--- src/rtl/ddo_pkg.sv ---
// Shared types, constants and the sine table for the wheel odometry block.
// No dependencies; every other file refers to it by scoped names.
`default_nettype none

package ddo_pkg;

    // Field widths
    localparam int DELTA_W = 16;
    localparam int GAIN_W  = 20;
    localparam int POS_W   = 32;
    localparam int HEAD_W  = 16;
    localparam int SINE_W  = 16;

    // Sine table geometry
    localparam int SINE_TABLE_DEPTH = 256;
    localparam int SINE_IDX_W       = $clog2(SINE_TABLE_DEPTH);
    localparam int SCALED_W         = HEAD_W + SINE_IDX_W;

    // Datapath widths: |distance| stays below 2^20, so 21 bits signed hold it
    localparam int DIST_W     = 21;
    localparam int SUM_W      = DELTA_W + 1;
    localparam int MUL_A_W    = DIST_W;
    localparam int MUL_B_W    = GAIN_W + 1;
    localparam int MUL_P_W    = MUL_A_W + MUL_B_W;
    localparam int DIST_SHIFT = 16;
    localparam int TRIG_SHIFT = 15;

    localparam logic [HEAD_W-1:0] QUARTER_TURN = HEAD_W'(16384);

    // Configuration port
    localparam int CFG_IDX_W  = 8;
    localparam int CFG_DATA_W = 32;
    localparam logic [CFG_IDX_W-1:0] REG_DISTANCE_GAIN = CFG_IDX_W'(0);
    localparam logic [CFG_IDX_W-1:0] REG_HEADING_GAIN  = CFG_IDX_W'(1);
    localparam logic [GAIN_W-1:0]    DISTANCE_GAIN_RST = GAIN_W'(10748);
    localparam logic [GAIN_W-1:0]    HEADING_GAIN_RST  = GAIN_W'(60018);

    typedef struct packed {
        logic signed [DELTA_W-1:0] left_delta;
        logic signed [DELTA_W-1:0] right_delta;
    } wheel_t;

    typedef struct packed {
        logic signed [POS_W-1:0] pose_x;
        logic signed [POS_W-1:0] pose_y;
        logic [HEAD_W-1:0]       pose_heading;
    } pose_t;

    // Request to the shared multiplier
    typedef struct packed {
        logic                      en;
        logic signed [MUL_A_W-1:0] a;
        logic signed [MUL_B_W-1:0] b;
    } mul_req_t;

    typedef logic signed [SINE_W-1:0] sine_lut_t [SINE_TABLE_DEPTH];

    // Polynomial sine of a binary angle, Q1.15 result
    function automatic logic signed [SINE_W-1:0] poly_sine(longint angle);
        longint t;
        longint x;
        longint x2;
        longint p;
        longint r;
        t = angle & 64'hFFFF;
        if (t >= 32768)
            t = t - 65536;
        if (t > 16384)
            t = 32768 - t;
        else if (t < -16384)
            t = -32768 - t;
        x  = t * 2;
        x2 = (x * x) >>> 15;
        p  = 51472 - ((x2 * (21024 - ((x2 * 2320) >>> 15))) >>> 15);
        r  = (x * p) >>> 15;
        if (r > 32767)
            r = 32767;
        if (r < -32767)
            r = -32767;
        return SINE_W'(r);
    endfunction

    function automatic sine_lut_t build_sine_lut();
        sine_lut_t lut;
        for (int k = 0; k < SINE_TABLE_DEPTH; k++)
        begin
            lut[k] = poly_sine((longint'(k) * 65536) / SINE_TABLE_DEPTH);
        end
        return lut;
    endfunction

    localparam sine_lut_t SINE_LUT = build_sine_lut();

endpackage

`default_nettype wire

--- src/rtl/ddo_mul.sv ---
// Shared signed multiplier with a registered product.
// Depends on ddo_pkg for widths and the request struct.
`default_nettype none

module ddo_mul (
    input  wire logic                                clk,
    input  wire ddo_pkg::mul_req_t                   req,
    output logic signed [ddo_pkg::MUL_P_W-1:0]       prod
);

    logic signed [ddo_pkg::MUL_P_W-1:0] prod_reg;
    logic signed [ddo_pkg::MUL_P_W-1:0] prod_next;

    // Both operands are signed, so the product sign-extends them
    assign prod_next = req.a * req.b;

    // Hold the product unless a new pass is requested
    always_ff @(posedge clk)
    begin
        if (req.en)
            prod_reg <= prod_next;
    end

    assign prod = prod_reg;

endmodule

`default_nettype wire

--- src/rtl/ddo_sine_rom.sv ---
// Sine and cosine lookup of the current heading, registered outputs.
// Depends on ddo_pkg for the constant table and widths.
`default_nettype none

module ddo_sine_rom (
    input  wire logic                               clk,
    input  wire logic [ddo_pkg::HEAD_W-1:0]         heading,
    output logic signed [ddo_pkg::SINE_W-1:0]       sin_val,
    output logic signed [ddo_pkg::SINE_W-1:0]       cos_val
);

    logic [ddo_pkg::HEAD_W-1:0]         cos_angle;
    logic [ddo_pkg::SCALED_W-1:0]       sin_scaled;
    logic [ddo_pkg::SCALED_W-1:0]       cos_scaled;
    logic [ddo_pkg::SINE_IDX_W-1:0]     sin_idx;
    logic [ddo_pkg::SINE_IDX_W-1:0]     cos_idx;
    logic signed [ddo_pkg::SINE_W-1:0]  sin_reg;
    logic signed [ddo_pkg::SINE_W-1:0]  cos_reg;

    // Cosine is the sine a quarter turn on, wrapping
    assign cos_angle = heading + ddo_pkg::QUARTER_TURN;

    // Scale the angle to a table index: floor(angle * depth / 2^16)
    assign sin_scaled = ddo_pkg::SCALED_W'(heading)
                        * ddo_pkg::SCALED_W'(ddo_pkg::SINE_TABLE_DEPTH);
    assign cos_scaled = ddo_pkg::SCALED_W'(cos_angle)
                        * ddo_pkg::SCALED_W'(ddo_pkg::SINE_TABLE_DEPTH);
    assign sin_idx = sin_scaled[ddo_pkg::HEAD_W +: ddo_pkg::SINE_IDX_W];
    assign cos_idx = cos_scaled[ddo_pkg::HEAD_W +: ddo_pkg::SINE_IDX_W];

    // Register the table words
    always_ff @(posedge clk)
    begin
        sin_reg <= ddo_pkg::SINE_LUT[sin_idx];
        cos_reg <= ddo_pkg::SINE_LUT[cos_idx];
    end

    assign sin_val = sin_reg;
    assign cos_val = cos_reg;

endmodule

`default_nettype wire

--- src/rtl/differential_drive_odometry_top.sv ---
// Top level of the wheel odometry block: sequencer, pose state and ports.
// Depends on ddo_pkg, ddo_mul and ddo_sine_rom.
//
//  channel | direction | handshake                | word
//  wheel   | in        | wheel_valid/wheel_ready  | ddo_pkg::wheel_t
//  pose    | out       | pose_valid/pose_ready    | ddo_pkg::pose_t
//  cfg     | in        | cfg_valid/cfg_ready      | cfg_index, cfg_data
//
// After acceptance, one wheel word makes four passes through the one shared
// multiplier, then write-back. A new wheel word is taken only in idle, so
// the sequencer does not take the next one until write-back of the last is done.
// The pose word sits in an output register; a finished word waits there
// while the next wheel word is already being worked on, and write-back
// stalls only if the previous pose word has not yet been taken.
// Reset clears the pose to zero and restores the gains; cfg is always ready.
`default_nettype none

module differential_drive_odometry_top (
    input  wire logic                               clk,
    input  wire logic                               rst_n,
    input  wire logic                               wheel_valid,
    output logic                                    wheel_ready,
    input  wire ddo_pkg::wheel_t                    wheel,
    output logic                                    pose_valid,
    input  wire logic                               pose_ready,
    output ddo_pkg::pose_t                          pose,
    input  wire logic                               cfg_valid,
    output logic                                    cfg_ready,
    input  wire logic [ddo_pkg::CFG_IDX_W-1:0]      cfg_index,
    input  wire logic [ddo_pkg::CFG_DATA_W-1:0]     cfg_data
);

    typedef enum logic [2:0] {
        S_IDLE,
        S_DIST,
        S_STEP,
        S_PX,
        S_PY,
        S_HEAD
    } state_t;

    state_t                                 state_reg;
    ddo_pkg::wheel_t                        wheel_reg;
    logic [ddo_pkg::GAIN_W-1:0]             dist_gain_reg;
    logic [ddo_pkg::GAIN_W-1:0]             head_gain_reg;
    logic signed [ddo_pkg::DIST_W-1:0]      dist_reg;
    logic [ddo_pkg::HEAD_W-1:0]             step_reg;
    logic signed [ddo_pkg::POS_W-1:0]       x_reg;
    logic signed [ddo_pkg::POS_W-1:0]       y_reg;
    logic [ddo_pkg::HEAD_W-1:0]             head_reg;
    logic                                   pose_valid_reg;
    ddo_pkg::pose_t                         pose_reg;

    logic signed [ddo_pkg::SUM_W-1:0]       wheel_sum;
    logic signed [ddo_pkg::SUM_W-1:0]       wheel_diff;
    logic signed [ddo_pkg::MUL_P_W-1:0]     prod;
    logic signed [ddo_pkg::SINE_W-1:0]      sin_val;
    logic signed [ddo_pkg::SINE_W-1:0]      cos_val;
    logic signed [ddo_pkg::DIST_W-1:0]      trig_part;
    logic signed [ddo_pkg::POS_W-1:0]       pos_next;
    logic [ddo_pkg::HEAD_W-1:0]             head_next;
    logic                                   slot_free;
    ddo_pkg::mul_req_t                      mul_req;

    // Add with clamp to the signed position range
    function automatic logic signed [ddo_pkg::POS_W-1:0] sat_add(
        logic signed [ddo_pkg::POS_W-1:0]  base,
        logic signed [ddo_pkg::DIST_W-1:0] delta
    );
        logic signed [ddo_pkg::POS_W:0] wide;
        wide = (ddo_pkg::POS_W+1)'(base) + (ddo_pkg::POS_W+1)'(delta);
        if (wide[ddo_pkg::POS_W] != wide[ddo_pkg::POS_W-1])
            return {wide[ddo_pkg::POS_W], {(ddo_pkg::POS_W-1){~wide[ddo_pkg::POS_W]}}};
        return wide[ddo_pkg::POS_W-1:0];
    endfunction

    // Wheel sum and difference, one bit wider than the deltas
    assign wheel_sum  = ddo_pkg::SUM_W'(wheel_reg.right_delta)
                        + ddo_pkg::SUM_W'(wheel_reg.left_delta);
    assign wheel_diff = ddo_pkg::SUM_W'(wheel_reg.right_delta)
                        - ddo_pkg::SUM_W'(wheel_reg.left_delta);

    // Select operands of the shared multiplier per step
    always_comb
    begin
        mul_req = '0;
        case (state_reg)
            S_DIST:
            begin
                mul_req.en = 1'b1;
                mul_req.a  = ddo_pkg::MUL_A_W'(wheel_sum);
                mul_req.b  = signed'({1'b0, dist_gain_reg});
            end
            S_STEP:
            begin
                mul_req.en = 1'b1;
                mul_req.a  = ddo_pkg::MUL_A_W'(wheel_diff);
                mul_req.b  = signed'({1'b0, head_gain_reg});
            end
            S_PX:
            begin
                mul_req.en = 1'b1;
                mul_req.a  = dist_reg;
                mul_req.b  = ddo_pkg::MUL_B_W'(cos_val);
            end
            S_PY:
            begin
                mul_req.en = 1'b1;
                mul_req.a  = dist_reg;
                mul_req.b  = ddo_pkg::MUL_B_W'(sin_val);
            end
            default:
            begin
                mul_req = '0;
            end
        endcase
    end

    ddo_mul u_mul (
        .clk  (clk),
        .req  (mul_req),
        .prod (prod)
    );

    ddo_sine_rom u_rom (
        .clk     (clk),
        .heading (head_reg),
        .sin_val (sin_val),
        .cos_val (cos_val)
    );

    // Scaled trig product, floor by 2^15; the cosine product lands in S_PY,
    // the sine product in S_HEAD
    assign trig_part = prod[ddo_pkg::TRIG_SHIFT +: ddo_pkg::DIST_W];
    assign pos_next  = (state_reg == S_PY) ? sat_add(x_reg, trig_part)
                                           : sat_add(y_reg, trig_part);
    assign head_next = head_reg + step_reg;
    assign slot_free = !pose_valid_reg || pose_ready;

    // Sequencer, pose state, gains and output register
    always_ff @(posedge clk or negedge rst_n)
    begin
        if (!rst_n)
        begin
            state_reg      <= S_IDLE;
            dist_gain_reg  <= ddo_pkg::DISTANCE_GAIN_RST;
            head_gain_reg  <= ddo_pkg::HEADING_GAIN_RST;
            x_reg          <= '0;
            y_reg          <= '0;
            head_reg       <= '0;
            pose_valid_reg <= 1'b0;
            pose_reg       <= '0;
        end
        else
        begin
            // Drop the pose word once taken, unless a new one is written back now
            if (pose_valid_reg && pose_ready && !(state_reg == S_HEAD && slot_free))
                pose_valid_reg <= 1'b0;

            if (cfg_valid)
            begin
                case (cfg_index)
                    ddo_pkg::REG_DISTANCE_GAIN: dist_gain_reg <= cfg_data[ddo_pkg::GAIN_W-1:0];
                    ddo_pkg::REG_HEADING_GAIN:  head_gain_reg <= cfg_data[ddo_pkg::GAIN_W-1:0];
                    default:                    ;
                endcase
            end

            case (state_reg)
                S_IDLE:
                begin
                    if (wheel_valid)
                        state_reg <= S_DIST;
                end
                S_DIST:
                begin
                    state_reg <= S_STEP;
                end
                S_STEP:
                begin
                    state_reg <= S_PX;
                end
                S_PX:
                begin
                    state_reg <= S_PY;
                end
                S_PY:
                begin
                    x_reg     <= pos_next;
                    state_reg <= S_HEAD;
                end
                S_HEAD:
                begin
                    // Write back only when the output register can take the word
                    if (slot_free)
                    begin
                        y_reg                 <= pos_next;
                        head_reg              <= head_next;
                        pose_reg.pose_x       <= x_reg;
                        pose_reg.pose_y       <= pos_next;
                        pose_reg.pose_heading <= head_next;
                        pose_valid_reg        <= 1'b1;
                        state_reg             <= S_IDLE;
                    end
                end
                default:
                begin
                    state_reg <= S_IDLE;
                end
            endcase
        end
    end

    // Capture the wheel word and intermediate products
    always_ff @(posedge clk)
    begin
        if (state_reg == S_IDLE && wheel_valid)
            wheel_reg <= wheel;
        if (state_reg == S_STEP)
            dist_reg <= prod[ddo_pkg::DIST_SHIFT +: ddo_pkg::DIST_W];
        if (state_reg == S_PX)
            step_reg <= prod[ddo_pkg::DIST_SHIFT +: ddo_pkg::HEAD_W];
    end

    assign wheel_ready = (state_reg == S_IDLE);
    assign pose_valid  = pose_valid_reg;
    assign pose        = pose_reg;
    assign cfg_ready   = 1'b1;

endmodule

`default_nettype wire

--- config.mk ---
export PLATFORM = sky130hd
export DESIGN_NAME = differential_drive_odometry_top
export DESIGN_NICKNAME = d
export VERILOG_FILES = /design/src/rtl/ddo_pkg.sv /design/src/rtl/ddo_mul.sv /design/src/rtl/ddo_sine_rom.sv /design/src/rtl/differential_drive_odometry_top.sv
export SDC_FILE = /design/constraint.sdc
export NUM_CORES = 2
export LEC_CHECK = 0
export BUFFER_PORTS_ARGS = -buffer_cell sky130_fd_sc_hd__clkbuf_2
export CAP_MARGIN = 25
export CELL_PAD_IN_SITES_DETAIL_PLACEMENT = 0
export CELL_PAD_IN_SITES_GLOBAL_PLACEMENT = 1
export CORE_MARGIN = 5
export CORE_UTILIZATION = 46
export CTS_CLUSTER_DIAMETER = 200
export DETAILED_ROUTE_END_ITERATION = 12
export GPL_TIMING_DRIVEN = 0
export PLACE_DENSITY = 0.75
export SLEW_MARGIN = 15
export SYNTH_ARGS = -nofsm -noshare
export SYNTH_HDL_FRONTEND = slang
export SYNTH_SLANG_ARGS = --single-unit
--- constraint.sdc ---
create_clock -name clk -period 11.2 [get_ports clk]
set_clock_uncertainty 0.2 [all_clocks]
set_input_delay 1.12 -clock clk [delete_from_list [all_inputs] [get_ports clk]]
set_output_delay 1.12 -clock clk [all_outputs]
set_load 0.01 [all_outputs]
---- After elaboration in Yosys (flattened, before gate mapping) ----
Memories as Yosys holds them, arrays and structs flattened. A register that Yosys moved wholly into a read port is not among the register bits.
Index checks and enable logic that the tools add are counted.
word-level totals
  ROM bits ................................ 8192
  logic and storage cells ................. 63
  input port bits ......................... 77
  output and inout port bits .............. 83
  register bits after elaboration ......... 262
  memories ................................ 2
operators by class
  equality and inequality tests ........... 10
  reductions and logical operators ........ 13
  mux-type cells .......................... 14
  add/subtract/negate cells ............... 6
  bitwise logic cells ..................... 4
  multiply operators ...................... 1
memories
  name              words  bits a word  read ports  clocked after Yosys merged registers in  write ports  RTL line            text
  (name not given)  256    16           1           1                                        0            ddo_sine_rom.sv:35  cos_reg <= ddo_pkg::SINE_LUT[cos_idx];
  (name not given)  256    16           1           1                                        0            ddo_sine_rom.sv:34  sin_reg <= ddo_pkg::SINE_LUT[sin_idx];
operators with widths
  cell                    count
  $pmux 43 s4             1
  $mux 32                 5
  $add 32x21->33          2
  $mul 21x21->37          1
  $not 8->9               2
  $pmux 3 s6              1
  $add 16x16->17          1
  $sub 16x16->17          1
  $add 16x15->16 const B  1
  $add 16x16->16          1
  $eq 8x1->1 const B      1
  $logic_not 8->1         1
  $reduce_and 2->1        4
  $eq 3x2->1 const B      2
  $eq 3x3->1 const B      2
  $mux 3                  2
  $mux 1                  5
  $logic_and 1x1->1       4
  $ne 2x2->1 const B      2
  $eq 3x1->1 const B      1
  $logic_not 3->1         1
  $logic_not 1->1         2
  $ne 1x1->1              2
  $not 1->1               2
  $logic_or 1x1->1        1

---- Longest topological paths before layout ----
  word-level depth ........................ 8
  mapped depth ............................ 39
  gate-level depth less buffers ........... 38

---- Modules after synthesis ----
Synthesis repeated with hierarchy kept, for this count alone.
second synthesis, totals
  cells, all modules ...................... 4327
  area total of the unflattened synthesis .. 38274.2 µm²
by module, submodules not included
  module                           instances  cells each  area an instance (µm²)  sequential area each (µm²)
  ddo_mul                          1          1929        17963.5                 1261.2
  differential_drive_odometry_top  1          1509        14247.4                 5998.3
  ddo_sine_rom                     1          889         6063.3                  640.6

---- Least setup slack after synthesis ----
OpenSTA, ideal clock, no wires.
  path type ............................... register -> register
  start point ............................. register wheel_reg[0] (netlist bit)
  end point ............................... register u_mul.prod_reg, in the netlist u_mul.prod[35], data pin
  cell stages (with the launch flop) ...... 37
  setup slack ............................. 2.329 ns
  data required time ...................... 10.742 ns
  data arrival time ....................... 8.413 ns
  clock period less this slack ............ 8.871 ns
  setup time .............................. 0.258 ns
  cell sequence ........................... edfxtp_1 -> ha_1 -> inv_1 -> fa_1 -> or2_1 -> a221oi_4 -> o211ai_2 -> a2111o_1 -> nand3_1 -> a21oi_2 -> buf_6 -> or2_2 -> clkbuf_1 -> nand2_1 -> inv_1 -> fa_1 -> fa_1 -> inv_1 -> fa_1 -> inv_1 -> fa_1 -> fa_1 -> fa_1 -> inv_1 -> fa_1 -> inv_1 -> ha_1 -> inv_1 -> o21bai_1 -> a21oi_1 -> o21ai_0 -> a22o_1 -> o31ai_2 -> a21oi_1 -> or3_4 -> a21oi_2 -> xnor2_1
on the way
  cells in the longest elaborated chain, start to end .. 3
  elaborated cells between the ends (all ways) .. 4
  those cells by class .................... 2 x add/sub; 1 x mul; 1 x mux
RTL lines
  item                                                     RTL line                                                                      text
  start, declared                                          differential_drive_odometry_top.sv:43                                         ddo_pkg::wheel_t wheel_reg;
  start signal, assigned                                   differential_drive_odometry_top.sv:218                                        wheel_reg <= wheel;
  $sub 16x16->17 / $add 16x16->17 (equally long branches)  differential_drive_odometry_top.sv:81, differential_drive_odometry_top.sv:79
  $pmux 43 s4 (*)                                          differential_drive_odometry_top.sv:87                                         case (state_reg)
  $mul 21x21->37 (*)                                       ddo_mul.sv:15                                                                 assign prod_next = req.a * req.b;
  via u_mul.prod_next (one bit)                            ddo_mul.sv:12                                                                 logic signed [ddo_pkg::MUL_P_W-1:0] prod_next;
  end signal, assigned                                     ddo_mul.sv:21                                                                 prod_reg <= prod_next;
  end, declared                                            ddo_mul.sv:11                                                                 logic signed [ddo_pkg::MUL_P_W-1:0] prod_reg;
The timed path passes the listed nets; every way through them passes the cells marked *.
A chain may end at the register's enable or synchronous reset.

---- Final worst setup path ----
  start point ............................. register state_reg[1]
  end point ............................... register u_mul.prod_reg, in the netlist u_mul.prod[35], data pin
on the way
  cells in the longest elaborated chain, start to end .. 3
  elaborated cells between the ends (all ways) .. 6
  those cells by class .................... 1 x mul; 4 x eq/ne; 1 x mux
RTL lines
  item                                      RTL line                                text
  start, declared                           differential_drive_odometry_top.sv:42   state_t state_reg;
  start signal, assigned                    differential_drive_odometry_top.sv:145  state_reg <= S_IDLE;
  start signal, assigned                    differential_drive_odometry_top.sv:173  state_reg <= S_DIST;
  start signal, assigned                    differential_drive_odometry_top.sv:177  state_reg <= S_STEP;
  $eq 3x3->1, or another cell as far along  differential_drive_odometry_top.sv:87
  $pmux 43 s4 (*)                           differential_drive_odometry_top.sv:87
  $mul 21x21->37 (*)                        ddo_mul.sv:15
  via u_mul.prod_next (one bit)             ddo_mul.sv:12
Marks and branches as above.

==> flow_metrics.env <==
export IMPL_critPathMostFrequentCell="fa_1"
export IMPL_synth_edf_count=91
export IMPL_r2r_end="u_mul.prod[35]"
export IMPL_drtPass1Iterations=7
export IMPL_area_growth_pct=9.98
export IMPL_ios=160
export IMPL_finalCritPeriodShare_pct=97.6
export IMPL_tightest_slew_ns=1.22
export IMPL_fin_ws_ns=0.264
export IMPL_setup_worst_path_end_class="flip-flop"
export IMPL_htreeDepth=2
export IMPL_required_ns=11.33
export IMPL_synth_compound_area_share_pct=18.4
export IMPL_holdPathEnd="dist_reg[20]"
export IMPL_final_common_cell="nand2_1"
export IMPL_critPathKind="flip-flop to flip-flop"
export IMPL_hold_viol_final=0
export IMPL_clk_transition_reported_paths_ns=0.06
export IMPL_cap_viol_max_count=0
export IMPL_cp_slowest_cell="clkdlybuf4s15_1"
export IMPL_cts_hold_buffers=0
export IMPL_drc=0
export IMPL_cts_buffers=37
export IMPL_reg2reg_depth=29
export IMPL_rsz0062_at_grt="no"
export IMPL_drive_above_1_share_pct=9.05
export IMPL_slew_violations=0
export IMPL_synth_net_count=4875
export IMPL_num_rows=101
export IMPL_cp_top_family="adder cells"
export IMPL_hp_class="flip-flop to flip-flop"
export IMPL_grt_pass1_wl_mm=219
export IMPL_synth_avg_cell_area_um2=8.52
export IMPL_grt_use_total_pct=35.6
export IMPL_numPortBuffers=146
export IMPL_rr_startpoint="state_reg[1]"
export IMPL_gp_congestion=1.08
export IMPL_synthArstFlopShare_pct=55.9
export IMPL_dpl_worst_slack_ns=-0.0662
export IMPL_vias_per_cell=6.00
export IMPL_root_buffer="clkbuf_16"
export IMPL_worst_path_buf_inv=7
export IMPL_fmax_mhz=91.4
export IMPL_hold_depth=0
export IMPL_synthXorXnorAreaFrac_pct=2.71
export IMPL_grt_remaining_overflow=0
export IMPL_antenna_found_initial=6
export IMPL_critPathMaxStageDelay_ns=0.71
export IMPL_die_x_um=287
export IMPL_wl_mm=148
export IMPL_core_region_area_um2=76100
export IMPL_vias=32526
export IMPL_wl_per_cell_um=27.3
export IMPL_synth_seq_cells=279
export IMPL_synth_top_family_by_area="adder cells"
export IMPL_synthCells=4154
export IMPL_r2r_slack_ns=0.26
export IMPL_fp_dieH_um=287
export IMPL_cts_resized=1
export IMPL_ant_nets=0
export IMPL_ys_warn_count=0
export IMPL_crit_path_max_fanout=10
export IMPL_final_cell_mix="nand2_1, inv_1, fa_1"
export IMPL_largest_register_ffs=80
export IMPL_cts_tree="built"
export IMPL_grt_pass1_vias=33790
export IMPL_cp_arrival_ns=11.07
export IMPL_outcome="completed"
export IMPL_n_fill_cell=7593
export IMPL_dp_hpwl_mm=118
export IMPL_yosysUniqueCellTypes=105
export IMPL_grt_max_degree=80
export IMPL_clk_latency_ns=0.60
export IMPL_finalSetupViolations=0
export IMPL_cts_buffer_depth=3
export IMPL_yosys_most_used_dff="dfrtp_1"
export IMPL_cp_start_kind="flip-flop"
export IMPL_synth_area_um2=35400
export IMPL_hold_start="u_mul.prod[36]"
export IMPL_synth_mux_area_share_pct=2.39
export IMPL_whs_ns=0.207
export IMPL_yosysSeqAreaShare_pct=20.6
export IMPL_start_util_pct=46.5
export IMPL_synth_fa_ha_area_share_pct=31.7
export IMPL_die_area_um2=82600
export IMPL_clkSinkCount=279
export IMPL_fin_crit_ns=10.94
export IMPL_drtIter0Drc=3437
export IMPL_yosys_area_share_simple_pct=15.3
export IMPL_layout_nets=5081
export IMPL_post_cts_setup_buffers=0
export IMPL_slew_headroom_pct=17.8
==> how the worst max path moves through the flow <==
| stage | from | end | cells past startpoint |
|---|---|---|---|
| after floorplan | wheel_reg[0] | u_mul.prod[35] | 36 |
| after global placement | state_reg[1] | u_mul.prod[35] | 28 |
| after detailed placement | state_reg[0] | u_mul.prod[35] | 35 |
| after CTS | state_reg[1] | u_mul.prod[35] | 31 |
| after global routing | state_reg[1] | u_mul.prod[35] | 29 |
| final | state_reg[1] | u_mul.prod[35] | 29 |
==> kinds of logic (layout without fill, tap and decap cells) <==
group           count (synthesis)  in the layout
compound gates                988            988
xor+xnor                      107            107
fa+ha+maj                     648            648
buf+inv                       814           1048
flops                         279            279
mux                            70             70
other cells                     1              4
simple gates                 1247           1247
==> metal layers <==
metal  vias up  share of wire (%)  wire (um)  track usage (%)
li1      14333                  -          -                -
met1     16183                 39      57900             44.4
met2      1521                 45      67300             57.9
met3       481                9.1      13500             8.68
met4         8                6.4       9440             18.1
met5         -              0.032         48                0
==> Yosys cell counts (68+ instances only) <==
library cell  instances  area share, %
nor2_1              331            3.5
xnor2_1              68            1.7
edfxtp_1             91            7.7
inv_1               573            6.1
clkbuf_1            180            1.9
fa_1                415             23
nand2_1             581            6.2
a21oi_1             274            3.9
ha_1                229            8.1
dfrtp_1             138            9.8
nand3_1              76            1.1
o21ai_0             218            3.1
==> through the flow <==
stage	instance area (um2)	cells	setup TNS [ns]	util (%)
after floorplan	35400	4154	0	-
after global placement	37400	5330	-1.57	49.2
after detailed placement	37700	5350	-0.0662	49.5
after CTS	38900	5417	0	51.1
after global routing	38900	5418	0	51.1
final	38900	5421	0	51.2
==> area by class of cell <==
type                    count  area (um2)  share of cell area [%]
inverters                 577        2170                    5.57
diodes                      3        7.51                  0.0193
clock inverters            16         145                   0.373
flip-flops and latches    279        7300                    18.8
clock buffers              51        1060                    2.72
plain buffers             236         967                    2.49
well taps                1030        1290                    3.31
repair buffers            168         956                    2.46
multi-input cells        3061       25000                    64.3
Power is not shown: default switching activity piles up to over one toggle a cycle in this logic, so the estimate is an artifact.
